### src/sqln_pkg.sv
// shared types and constants for the sql query literal normalizer
`default_nettype none

package sqln_pkg;

    // fixed field widths
    localparam int BYTE_W    = 8;
    localparam int LEN_W     = 16;
    // most characters one input byte can produce
    localparam int MAX_CHARS = 3;

    // characters the lexer and the back end write or look for
    localparam logic [BYTE_W-1:0] CH_QUOTE = 8'h27;
    localparam logic [BYTE_W-1:0] CH_QMARK = 8'h3F;
    localparam logic [BYTE_W-1:0] CH_SPACE = 8'h20;
    localparam logic [BYTE_W-1:0] CH_DOT   = 8'h2E;
    localparam logic [BYTE_W-1:0] CH_NUL   = 8'h00;

    // lexer mode
    typedef enum logic [5:0] {
        MODE_NORM = 6'b000001,
        MODE_STR  = 6'b000010,
        MODE_STRQ = 6'b000100,
        MODE_NUM  = 6'b001000,
        MODE_FRAC = 6'b010000,
        MODE_FULL = 6'b100000
    } t_mode;

    // results of one input byte: up to three characters, then an optional end item
    typedef struct packed {
        logic [1:0]                        n_chars;
        logic [MAX_CHARS-1:0][BYTE_W-1:0]  chars;
        logic                              has_end;
        logic [LEN_W-1:0]                  len;
    } t_packet;

endpackage

`default_nettype wire

### src/sql_query_literal_normalizer.sv
// top level of the sql query literal normalizer
//
// Normalizes a SQL query streamed in one byte per transfer on the input
// channel (i_in_valid / o_in_ready, i_in_byte, i_last_byte). String and
// number literals become '?', whitespace runs collapse to one space, letters
// are lowered, and output is capped at the configured length. Each result
// item leaves on the output channel (o_out_valid / i_out_ready): characters
// with o_is_char set, and after the last byte an end item carrying the
// number of characters written.
// The capacity register is written through i_cfg_valid / o_cfg_ready /
// i_cfg_data, always ready; the user must write it only while the block
// is idle; the block itself does not enforce this. Throughput: one input
// byte per cycle while the packet queue has room; one result item per
// cycle from the output register while i_out_ready is high. A byte yields
// zero to four items, so a burst of multi-item bytes fills the QUEUE_DEPTH
// packet queue and then holds o_in_ready low. Reset (synchronous, active
// low) restores normal mode, drops queued items and sets the capacity to
// all ones. A stalled receiver holds the output item steady and backs up
// into the queue, then into the input channel.
`default_nettype none

module sql_query_literal_normalizer #(
    parameter int LEN_BITS    = 16,
    parameter int QUEUE_DEPTH = 4
) (
    input  wire logic                        i_clk,
    input  wire logic                        i_rst_n,
    // configuration
    input  wire logic                        i_cfg_valid,
    output logic                             o_cfg_ready,
    input  wire logic [sqln_pkg::LEN_W-1:0]  i_cfg_data,
    // input bytes
    input  wire logic                        i_in_valid,
    output logic                             o_in_ready,
    input  wire logic [sqln_pkg::BYTE_W-1:0] i_in_byte,
    input  wire logic                        i_last_byte,
    // result items
    output logic                             o_out_valid,
    input  wire logic                        i_out_ready,
    output logic [sqln_pkg::BYTE_W-1:0]      o_out_char,
    output logic                             o_is_char,
    output logic                             o_end_of_query,
    output logic [sqln_pkg::LEN_W-1:0]       o_written_len
);

    logic              w_take;
    logic              w_push;
    logic              w_full;
    logic              w_pop;
    logic              w_nonempty;
    sqln_pkg::t_packet w_packet;
    sqln_pkg::t_packet w_head;

    assign o_cfg_ready = 1'b1;
    assign o_in_ready  = !w_full;
    assign w_take      = i_in_valid && !w_full;

    // lexer
    sqln_front #(
        .LEN_BITS (LEN_BITS)
    ) u_front (
        .i_clk       (i_clk),
        .i_rst_n     (i_rst_n),
        .i_cfg_valid (i_cfg_valid),
        .i_cfg_data  (i_cfg_data),
        .i_take      (w_take),
        .i_byte      (i_in_byte),
        .i_last      (i_last_byte),
        .o_push      (w_push),
        .o_packet    (w_packet)
    );

    // packet queue
    sqln_queue #(
        .DEPTH (QUEUE_DEPTH)
    ) u_queue (
        .i_clk      (i_clk),
        .i_rst_n    (i_rst_n),
        .i_push     (w_push),
        .i_packet   (w_packet),
        .o_full     (w_full),
        .i_pop      (w_pop),
        .o_head     (w_head),
        .o_nonempty (w_nonempty)
    );

    // output serializer
    sqln_back u_back (
        .i_clk          (i_clk),
        .i_rst_n        (i_rst_n),
        .i_head         (w_head),
        .i_nonempty     (w_nonempty),
        .o_pop          (w_pop),
        .o_out_valid    (o_out_valid),
        .i_out_ready    (i_out_ready),
        .o_out_char     (o_out_char),
        .o_is_char      (o_is_char),
        .o_end_of_query (o_end_of_query),
        .o_written_len  (o_written_len)
    );

endmodule

`default_nettype wire

### src/sqln_front.sv
// front end: byte lexer, capacity tracking and per-byte result packets
`default_nettype none

module sqln_front #(
    parameter int LEN_BITS = 16
) (
    input  wire logic                        i_clk,
    input  wire logic                        i_rst_n,
    // configuration write
    input  wire logic                        i_cfg_valid,
    input  wire logic [sqln_pkg::LEN_W-1:0]  i_cfg_data,
    // input byte, already qualified by the transfer
    input  wire logic                        i_take,
    input  wire logic [sqln_pkg::BYTE_W-1:0] i_byte,
    input  wire logic                        i_last,
    // packet into the queue
    output logic                             o_push,
    output sqln_pkg::t_packet                o_packet
);

    localparam int CNT_W = (LEN_BITS < sqln_pkg::LEN_W) ? LEN_BITS : sqln_pkg::LEN_W;

    typedef struct packed {
        sqln_pkg::t_mode    mode;
        logic               pend;
        logic               after;
        logic [CNT_W-1:0]   cnt;
    } t_lex;

    typedef struct packed {
        t_lex               lex;
        sqln_pkg::t_packet  pkt;
    } t_work;

    t_lex             r_lex;
    t_lex             n_lex;
    logic [CNT_W-1:0] r_max;
    t_work            w_step;

    // write one character, with a deferred space ahead of it when it fits
    function automatic t_work f_emit(t_work w, logic [sqln_pkg::BYTE_W-1:0] c,
                                     logic [CNT_W-1:0] max);
        t_work r;
        r = w;
        if (w.lex.pend) begin
            if (({1'b0, w.lex.cnt} + (CNT_W+1)'(1)) < {1'b0, max}) begin
                r.pkt.chars[r.pkt.n_chars] = sqln_pkg::CH_SPACE;
                r.pkt.chars[r.pkt.n_chars + 2'd1] = c;
                r.pkt.n_chars = r.pkt.n_chars + 2'd2;
                r.lex.cnt = w.lex.cnt + CNT_W'(2);
            end else if (w.lex.cnt < max) begin
                r.lex.mode = sqln_pkg::MODE_FULL;
            end
            r.lex.pend = 1'b0;
        end else if (w.lex.cnt < max) begin
            r.pkt.chars[r.pkt.n_chars] = c;
            r.pkt.n_chars = r.pkt.n_chars + 2'd1;
            r.lex.cnt = w.lex.cnt + CNT_W'(1);
        end
        r.lex.after = 1'b0;
        return r;
    endfunction

    // normal text handling of one byte
    function automatic t_work f_norm(t_work w, logic [sqln_pkg::BYTE_W-1:0] b,
                                     logic [CNT_W-1:0] max);
        t_work r;
        r = w;
        r.lex.mode = sqln_pkg::MODE_NORM;
        if (b == sqln_pkg::CH_QUOTE) begin
            r.lex.mode = sqln_pkg::MODE_STR;
        end else if (b inside {["0":"9"]}) begin
            r.lex.mode = sqln_pkg::MODE_NUM;
        end else if (b == sqln_pkg::CH_SPACE || b inside {[8'd9:8'd13]}) begin
            if (!w.lex.after) begin
                r.lex.pend  = 1'b1;
                r.lex.after = 1'b1;
            end
        end else if (b inside {["A":"Z"]}) begin
            r = f_emit(r, b + 8'd32, max);
        end else begin
            r = f_emit(r, b, max);
        end
        return r;
    endfunction

    // close a string or number literal with a '?'; the mode shows whether the byte goes on as normal text
    function automatic t_work f_close(t_work w, logic [CNT_W-1:0] max);
        t_work r;
        r = w;
        r.lex.mode = sqln_pkg::MODE_NORM;
        r = f_emit(r, sqln_pkg::CH_QMARK, max);
        return r;
    endfunction

    // all results and the next state for one byte
    function automatic t_work f_step(t_lex s, logic [sqln_pkg::BYTE_W-1:0] b, logic last,
                                     logic [CNT_W-1:0] max);
        t_work r;
        logic  again;
        logic  is_digit;
        r.lex = s;
        r.pkt = '0;
        again = 1'b0;
        is_digit = (b inside {["0":"9"]});
        case (s.mode)
            sqln_pkg::MODE_FULL: begin
                again = 1'b0;
            end
            sqln_pkg::MODE_STR: begin
                if (b == sqln_pkg::CH_QUOTE) r.lex.mode = sqln_pkg::MODE_STRQ;
            end
            sqln_pkg::MODE_STRQ: begin
                if (b == sqln_pkg::CH_QUOTE) begin
                    r.lex.mode = sqln_pkg::MODE_STR;
                end else begin
                    r = f_close(r, max);
                    again = (r.lex.mode != sqln_pkg::MODE_FULL);
                end
            end
            sqln_pkg::MODE_NUM: begin
                if (b == sqln_pkg::CH_DOT) begin
                    r.lex.mode = sqln_pkg::MODE_FRAC;
                end else if (!is_digit) begin
                    r = f_close(r, max);
                    again = (r.lex.mode != sqln_pkg::MODE_FULL);
                end
            end
            sqln_pkg::MODE_FRAC: begin
                if (!is_digit) begin
                    r = f_close(r, max);
                    again = (r.lex.mode != sqln_pkg::MODE_FULL);
                end
            end
            default: begin
                again = 1'b1;
            end
        endcase
        if (again) r = f_norm(r, b, max);
        // end of query: close a pending literal (an open string is dropped), report the length, restart
        if (last) begin
            if (r.lex.mode == sqln_pkg::MODE_NUM || r.lex.mode == sqln_pkg::MODE_FRAC ||
                r.lex.mode == sqln_pkg::MODE_STRQ) begin
                r = f_close(r, max);
            end
            r.pkt.has_end = 1'b1;
            r.pkt.len     = sqln_pkg::LEN_W'(r.lex.cnt);
            r.lex.mode    = sqln_pkg::MODE_NORM;
            r.lex.pend    = 1'b0;
            r.lex.after   = 1'b1;
            r.lex.cnt     = '0;
        end
        return r;
    endfunction

    // classify the byte on the input port
    always_comb begin
        w_step = f_step(r_lex, i_byte, i_last, r_max);
        n_lex  = w_step.lex;
    end

    assign o_packet = w_step.pkt;
    assign o_push   = i_take && (w_step.pkt.n_chars != 2'd0 || w_step.pkt.has_end);

    // lexer state
    always_ff @(posedge i_clk) begin
        if (!i_rst_n) begin
            r_lex.mode  <= sqln_pkg::MODE_NORM;
            r_lex.pend  <= 1'b0;
            r_lex.after <= 1'b1;
            r_lex.cnt   <= '0;
        end else if (i_take) begin
            r_lex <= n_lex;
        end
    end

    // capacity register
    always_ff @(posedge i_clk) begin
        if (!i_rst_n) begin
            r_max <= '1;
        end else if (i_cfg_valid) begin
            r_max <= i_cfg_data[CNT_W-1:0];
        end
    end

endmodule

`default_nettype wire

### src/sqln_queue.sv
// short packet queue between the front end and the output serializer
`default_nettype none

module sqln_queue #(
    parameter int DEPTH = 4
) (
    input  wire logic               i_clk,
    input  wire logic               i_rst_n,
    input  wire logic               i_push,
    input  wire sqln_pkg::t_packet  i_packet,
    output logic                    o_full,
    input  wire logic               i_pop,
    output sqln_pkg::t_packet       o_head,
    output logic                    o_nonempty
);

    localparam int PTR_W = (DEPTH > 1) ? $clog2(DEPTH) : 1;
    localparam int CNT_W = $clog2(DEPTH + 1);

    sqln_pkg::t_packet           r_mem [DEPTH];
    logic [PTR_W-1:0]            r_wr;
    logic [PTR_W-1:0]            r_rd;
    logic [CNT_W-1:0]            r_count;
    logic [CNT_W-1:0]            n_count;

    assign o_full     = (r_count == CNT_W'(DEPTH));
    assign o_nonempty = (r_count != '0);
    assign o_head     = r_mem[r_rd];

    // occupancy
    always_comb begin
        n_count = r_count;
        if (i_push && !i_pop) n_count = r_count + CNT_W'(1);
        if (!i_push && i_pop) n_count = r_count - CNT_W'(1);
    end

    // pointers
    always_ff @(posedge i_clk) begin
        if (!i_rst_n) begin
            r_wr    <= '0;
            r_rd    <= '0;
            r_count <= '0;
        end else begin
            r_count <= n_count;
            if (i_push) r_wr <= (r_wr == PTR_W'(DEPTH - 1)) ? '0 : r_wr + PTR_W'(1);
            if (i_pop)  r_rd <= (r_rd == PTR_W'(DEPTH - 1)) ? '0 : r_rd + PTR_W'(1);
        end
    end

    // storage
    always_ff @(posedge i_clk) begin
        if (i_push) r_mem[r_wr] <= i_packet;
    end

endmodule

`default_nettype wire

### src/sqln_back.sv
// back end: serializes queued packets into result items through an output register
`default_nettype none

module sqln_back (
    input  wire logic                        i_clk,
    input  wire logic                        i_rst_n,
    input  wire sqln_pkg::t_packet           i_head,
    input  wire logic                        i_nonempty,
    output logic                             o_pop,
    output logic                             o_out_valid,
    input  wire logic                        i_out_ready,
    output logic [sqln_pkg::BYTE_W-1:0]      o_out_char,
    output logic                             o_is_char,
    output logic                             o_end_of_query,
    output logic [sqln_pkg::LEN_W-1:0]       o_written_len
);

    logic [1:0]                  r_idx;
    logic                        r_valid;
    logic [sqln_pkg::BYTE_W-1:0] r_char;
    logic                        r_is_char;
    logic [sqln_pkg::LEN_W-1:0]  r_len;
    logic [2:0]                  w_total;
    logic                        w_item_is_char;
    logic                        w_last_item;
    logic                        w_load;

    // item selection within the head packet
    assign w_total        = {1'b0, i_head.n_chars} + {2'b00, i_head.has_end};
    assign w_item_is_char = ({1'b0, r_idx} < {1'b0, i_head.n_chars});
    assign w_last_item    = ({1'b0, r_idx} == (w_total - 3'd1));
    assign w_load         = i_nonempty && (!r_valid || i_out_ready);
    assign o_pop          = w_load && w_last_item;

    // item index
    always_ff @(posedge i_clk) begin
        if (!i_rst_n) begin
            r_idx <= '0;
        end else if (w_load) begin
            r_idx <= w_last_item ? 2'd0 : r_idx + 2'd1;
        end
    end

    // output valid
    always_ff @(posedge i_clk) begin
        if (!i_rst_n) begin
            r_valid <= 1'b0;
        end else if (w_load) begin
            r_valid <= 1'b1;
        end else if (i_out_ready) begin
            r_valid <= 1'b0;
        end
    end

    // output payload
    always_ff @(posedge i_clk) begin
        if (w_load) begin
            r_is_char <= w_item_is_char;
            r_char    <= w_item_is_char ? i_head.chars[r_idx] : sqln_pkg::CH_NUL;
            r_len     <= w_item_is_char ? '0 : i_head.len;
        end
    end

    assign o_out_valid    = r_valid;
    assign o_out_char     = r_char;
    assign o_is_char      = r_is_char;
    assign o_end_of_query = !r_is_char;
    assign o_written_len  = r_len;

endmodule

`default_nettype wire

### config.mk
export PLATFORM = sky130hd
export DESIGN_NAME = sql_query_literal_normalizer
export DESIGN_NICKNAME = d
export VERILOG_FILES = /design/src/sqln_pkg.sv /design/src/sql_query_literal_normalizer.sv /design/src/sqln_front.sv /design/src/sqln_queue.sv /design/src/sqln_back.sv
export SDC_FILE = /design/constraint.sdc
export NUM_CORES = 1
export LEC_CHECK = 0
export ABC_AREA = 0
export ABC_CLOCK_PERIOD_IN_PS = 14100
export BUFFER_PORTS_ARGS = -buffer_cell sky130_fd_sc_hd__buf_4
export CORE_ASPECT_RATIO = 1.4
export CORE_MARGIN = 2
export CORE_UTILIZATION = 60
export DETAILED_ROUTE_END_ITERATION = 10
export PLACE_DENSITY = 0.75
export REMOVE_ABC_BUFFERS = 1
export SYNTH_ARGS = -nofsm -noshare
export SYNTH_HDL_FRONTEND = slang
export SYNTH_HIERARCHICAL = 1
export SYNTH_SLANG_ARGS = --single-unit
### constraint.sdc
create_clock -name i_clk -period 14.1 [get_ports i_clk]
set_input_delay 0 -clock i_clk [delete_from_list [all_inputs] [get_ports i_clk]]
set_output_delay 0 -clock i_clk [all_outputs]
set_load 0.02 [all_outputs]
==> impl_metrics.csv <==
group,metric,value,unit
sta,min_period_over_period,0.925,
sta,worst_pin_slew,1.04,ns
power,power.share.combinational,0.261,
synth,synth_mux_area_frac,0.0738,
die,core_area,27700,um2
clocking,cts_buffers,23,
critical_path,crit_arrival,13.37,ns
cells_and_area,antenna_cells,0,
critical_path,path_common_cell,"ha_1",
synth,synth_compound_area_frac,0.160,
critical_path,critPathCaptureType,"flip-flop",
drt,drc,0,
sta,hold_viol,0,
clocking,path_clk_slew,0.07,ns
min_path,hp-class,"input pin to flip-flop",
clocking,cts_setup_buffers,0,
power,p_switching,0.631,mW
die,die_x,146,um
synth,syn-cell-area,16800,um2
synth,async_reset_ff_frac,0,
global_route,grt_use_total,0.365,
drt,drt_iter0_markers,1170,
cells_and_area,finalNonFillerCells,2042,
die,die_area,29400,um2
placement,place_congestion,1.04,
critical_path,worstSetupPathType,"flip-flop to flip-flop",
global_route,grt-busiest-layer,"met2",
global_route,grtUsageMet1,0.401,
synth,yosys.area.top_type,"edfxtp_1",
power,power_frac_seq,0.448,
placement,io_buffers,57,
synth,syn_inst,1601,
critical_path,worst-path-max-fanout,12,
clocking,htreeDepth,1,
sta,setup_viol,0,
sta,hold_slack,0.232,ns
critical_path,required,14.42,ns
critical_path,slowest_stage,"a21oi_1",
power,power.leakage,7.13,nW
synth,netlist.area_leader.share,0.352,
sta,final_max_slew_viol_count,0,
synth,synth-xor-area-share,0.0282,
synth,synth-seq-cells,249,
power,total_power,2.11,mW
global_route,grt_overflow,0,
synth,ys_seq_area_frac,0.413,
sta,rsz0062_at_grt,"false",
power,p_clk_frac,0.291,
clocking,tritoncts,"yes",
die,die_y,202,um
critical_path,worst_setup_path_start_kind,"flip-flop",
power,peakVddDrop,94.4,uV
drt,wl,53.6,mm
clocking,cts_buffer_depth,3,
power,swShare,0.298,
power,p_int,1.48,mW
sta,max_freq,76.6,MHz
synth,yosys.area_share.simple,0.177,
drt,drt.antenna.violating_nets,0,
drt,avgViaCountPerCell,6.73,
global_route,use_met2,0.652,
die,num_io_pins,59,
run_status,status,"finished clean",
placement,dp_cells,1942,
synth,ys.warnings.count,6,
synth,synthAdderAreaFrac,0.0882,
synth,yosysMostFrequentCell,"edfxtp_1",
die,start_util,0.608,
synth,synth_top_flop_cell,"edfxtp_1",
synth,syn_area_per_cell,10.5,um2
global_route,grt_pass1_wl,82.0,mm
sta,relSlewSlack,0.301,
synth,synth.area.top_cells,"edfxtp_1 (35%), ha_1 (8.7%), dfxtp_1 (6.2%)",
global_route,use_met3,0.0492,
global_route,grt_pass1_vias,14005,
clocking,numClockSinks,249,
drt,first_pass_iters,6,
cells_and_area,area_growth,10.1,%
sta,skew,0.0285,ns
global_route,grt_max_degree,51,
global_route,antenna_found_initial,0,
synth,synth_edf_count,197,
flow_run,drv_cap,0,
clocking,clock_latency,0.55,ns
sta,setup_tns,0,ns
critical_path,r2r_slack,1.05,ns
critical_path,cp_slowest_stage_delay,0.65,ns
drt,dr_total_vias,13740,
synth,synth_top_family_by_area,"simple AND/OR/NAND/NOR gates",
die,core.rowCount,72,
cells_and_area,drive_gt1_frac,0.130,
synth,synth.distinct_cells,113,
sta,min_period,13.05,ns
synth,synth_commonest_cells,"edfxtp_1 (197), nand2_1 (132), ha_1 (117)",
drt,wl_per_cell,26.3,um
placement,dp_hpwl,39.4,mm
clocking,root_buffer,"clkbuf_16",
cells_and_area,layout.nets,1804,
power,power_density,114,nW/um2
-- final cells by class --
cell class                 count  area, um2
clock buffer                  27        591
clock inverter                14        139
fill                        2087       9130
inverter                      74        283
multi-input combinational   1168       8890
sequential                   249       6960
tap                          370        463
timing repair buffer         140       1200
-- repair_timing --
item,in CTS,in global routing
resized for setup,0,1
hold buffers,59,0
setup endpoints to repair,0,29
endpoints found under the hold margin,93,0
-- placed cells by master, fill, tap and decap left out, drive strengths merged, types with 8 or more instances in the layout --
cell type / instances
edfxtp: 197
nand2: 132
ha: 117
nor2: 110
buf: 81
a21oi: 81
inv: 72
o21ai: 60
dlygate4sd3: 59
nand3: 52
dfxtp: 52
xnor2: 44
mux4: 43
and2: 43
nor3: 42
nand4: 42
nor2b: 36
clkbuf: 27
o211ai: 26
mux2i: 24
a211oi: 21
o22ai: 19
and3: 16
a21o: 16
a31oi: 15
nor4: 15
or3: 14
o21a: 14
nand2b: 12
clkinv: 12
and4: 11
o2111ai: 9
o31ai: 9
o221ai: 9
a21boi: 9
a211o: 8
xor2: 8
-- power groups by stage --
stage | Combinational [mW] | Clock, mW | Sequential [mW]
2_1_floorplan | 0.277 | 0 | 1.03
3_3_place_gp | 0.524 | 0 | 0.955
3_5_place_dp | 0.537 | 0 | 0.963
4_1_cts | 0.555 | 0.621 | 0.948
5_1_grt | 0.596 | 0.648 | 0.955
6_report | 0.551 | 0.615 | 0.947
-- worst max-delay path, delay by kind of cell, from the launching register on --
kind / cells / cell delay [ns]
adder cells (fa/ha/maj): 6 / 1.87
AND/OR/NAND/NOR: 14 / 3.29
buffers and inverters: 3 / 0.73
flip-flops: 1 / 0.50
XOR/XNOR: 2 / 0.49
AO/OA/AOI/OAI: 20 / 5.91
-- routing by layer --
metal,wire (um),vias up
met5,0,-
met4,4340,0
met3,3390,213
met2,27000,670
met1,18900,6673
li1,-,6184
-- stage by stage --
step / cell area [um2] / worst slack [ns] / utilization
floorplan: 16100 / 4.01 / -
global placement: 17200 / 1.35 / 0.622
detailed placement: 17200 / 1.28 / 0.622
CTS: 18500 / 1.20 / 0.670
global route: 18500 / 0.176 / 0.670
finish: 18500 / 1.05 / 0.670
-- path summary, 6_finish.rpt --
path                startpoint  cells after the start              endpoint
max           u_front/r_lex[2]                     45  u_queue/r_mem[0][38]
min                 i_in_valid                      6     u_front/r_lex[16]
max reg2reg   u_front/r_lex[2]                     45  u_queue/r_mem[0][38]
min reg2reg  u_front/r_lex[16]                      2     u_front/r_lex[16]
-- sequential cells by signal, summed over array words and instances, names as in the netlist, named ones only --
register and cells:
u_queue/r_rd 2, u_back/o_is_char 1, u_queue/r_count 3, u_front/r_max 16
u_front/r_lex 24, u_queue/r_mem 172, u_back/o_out_valid 1, u_queue/r_wr 2
u_back/o_out_char 8, u_back/o_written_len 16, u_back/r_idx 2
-- cells by family after synthesis --
logic type,Yosys count
AOI/OAI and AO/OA,370
buffers and inverters,184
adders and majority gates,118
other,1
and+or+nand+nor,558
xor gates and xnor gates,52
muxes,69
DFF,249
Power figures use the tool's default switching activity.
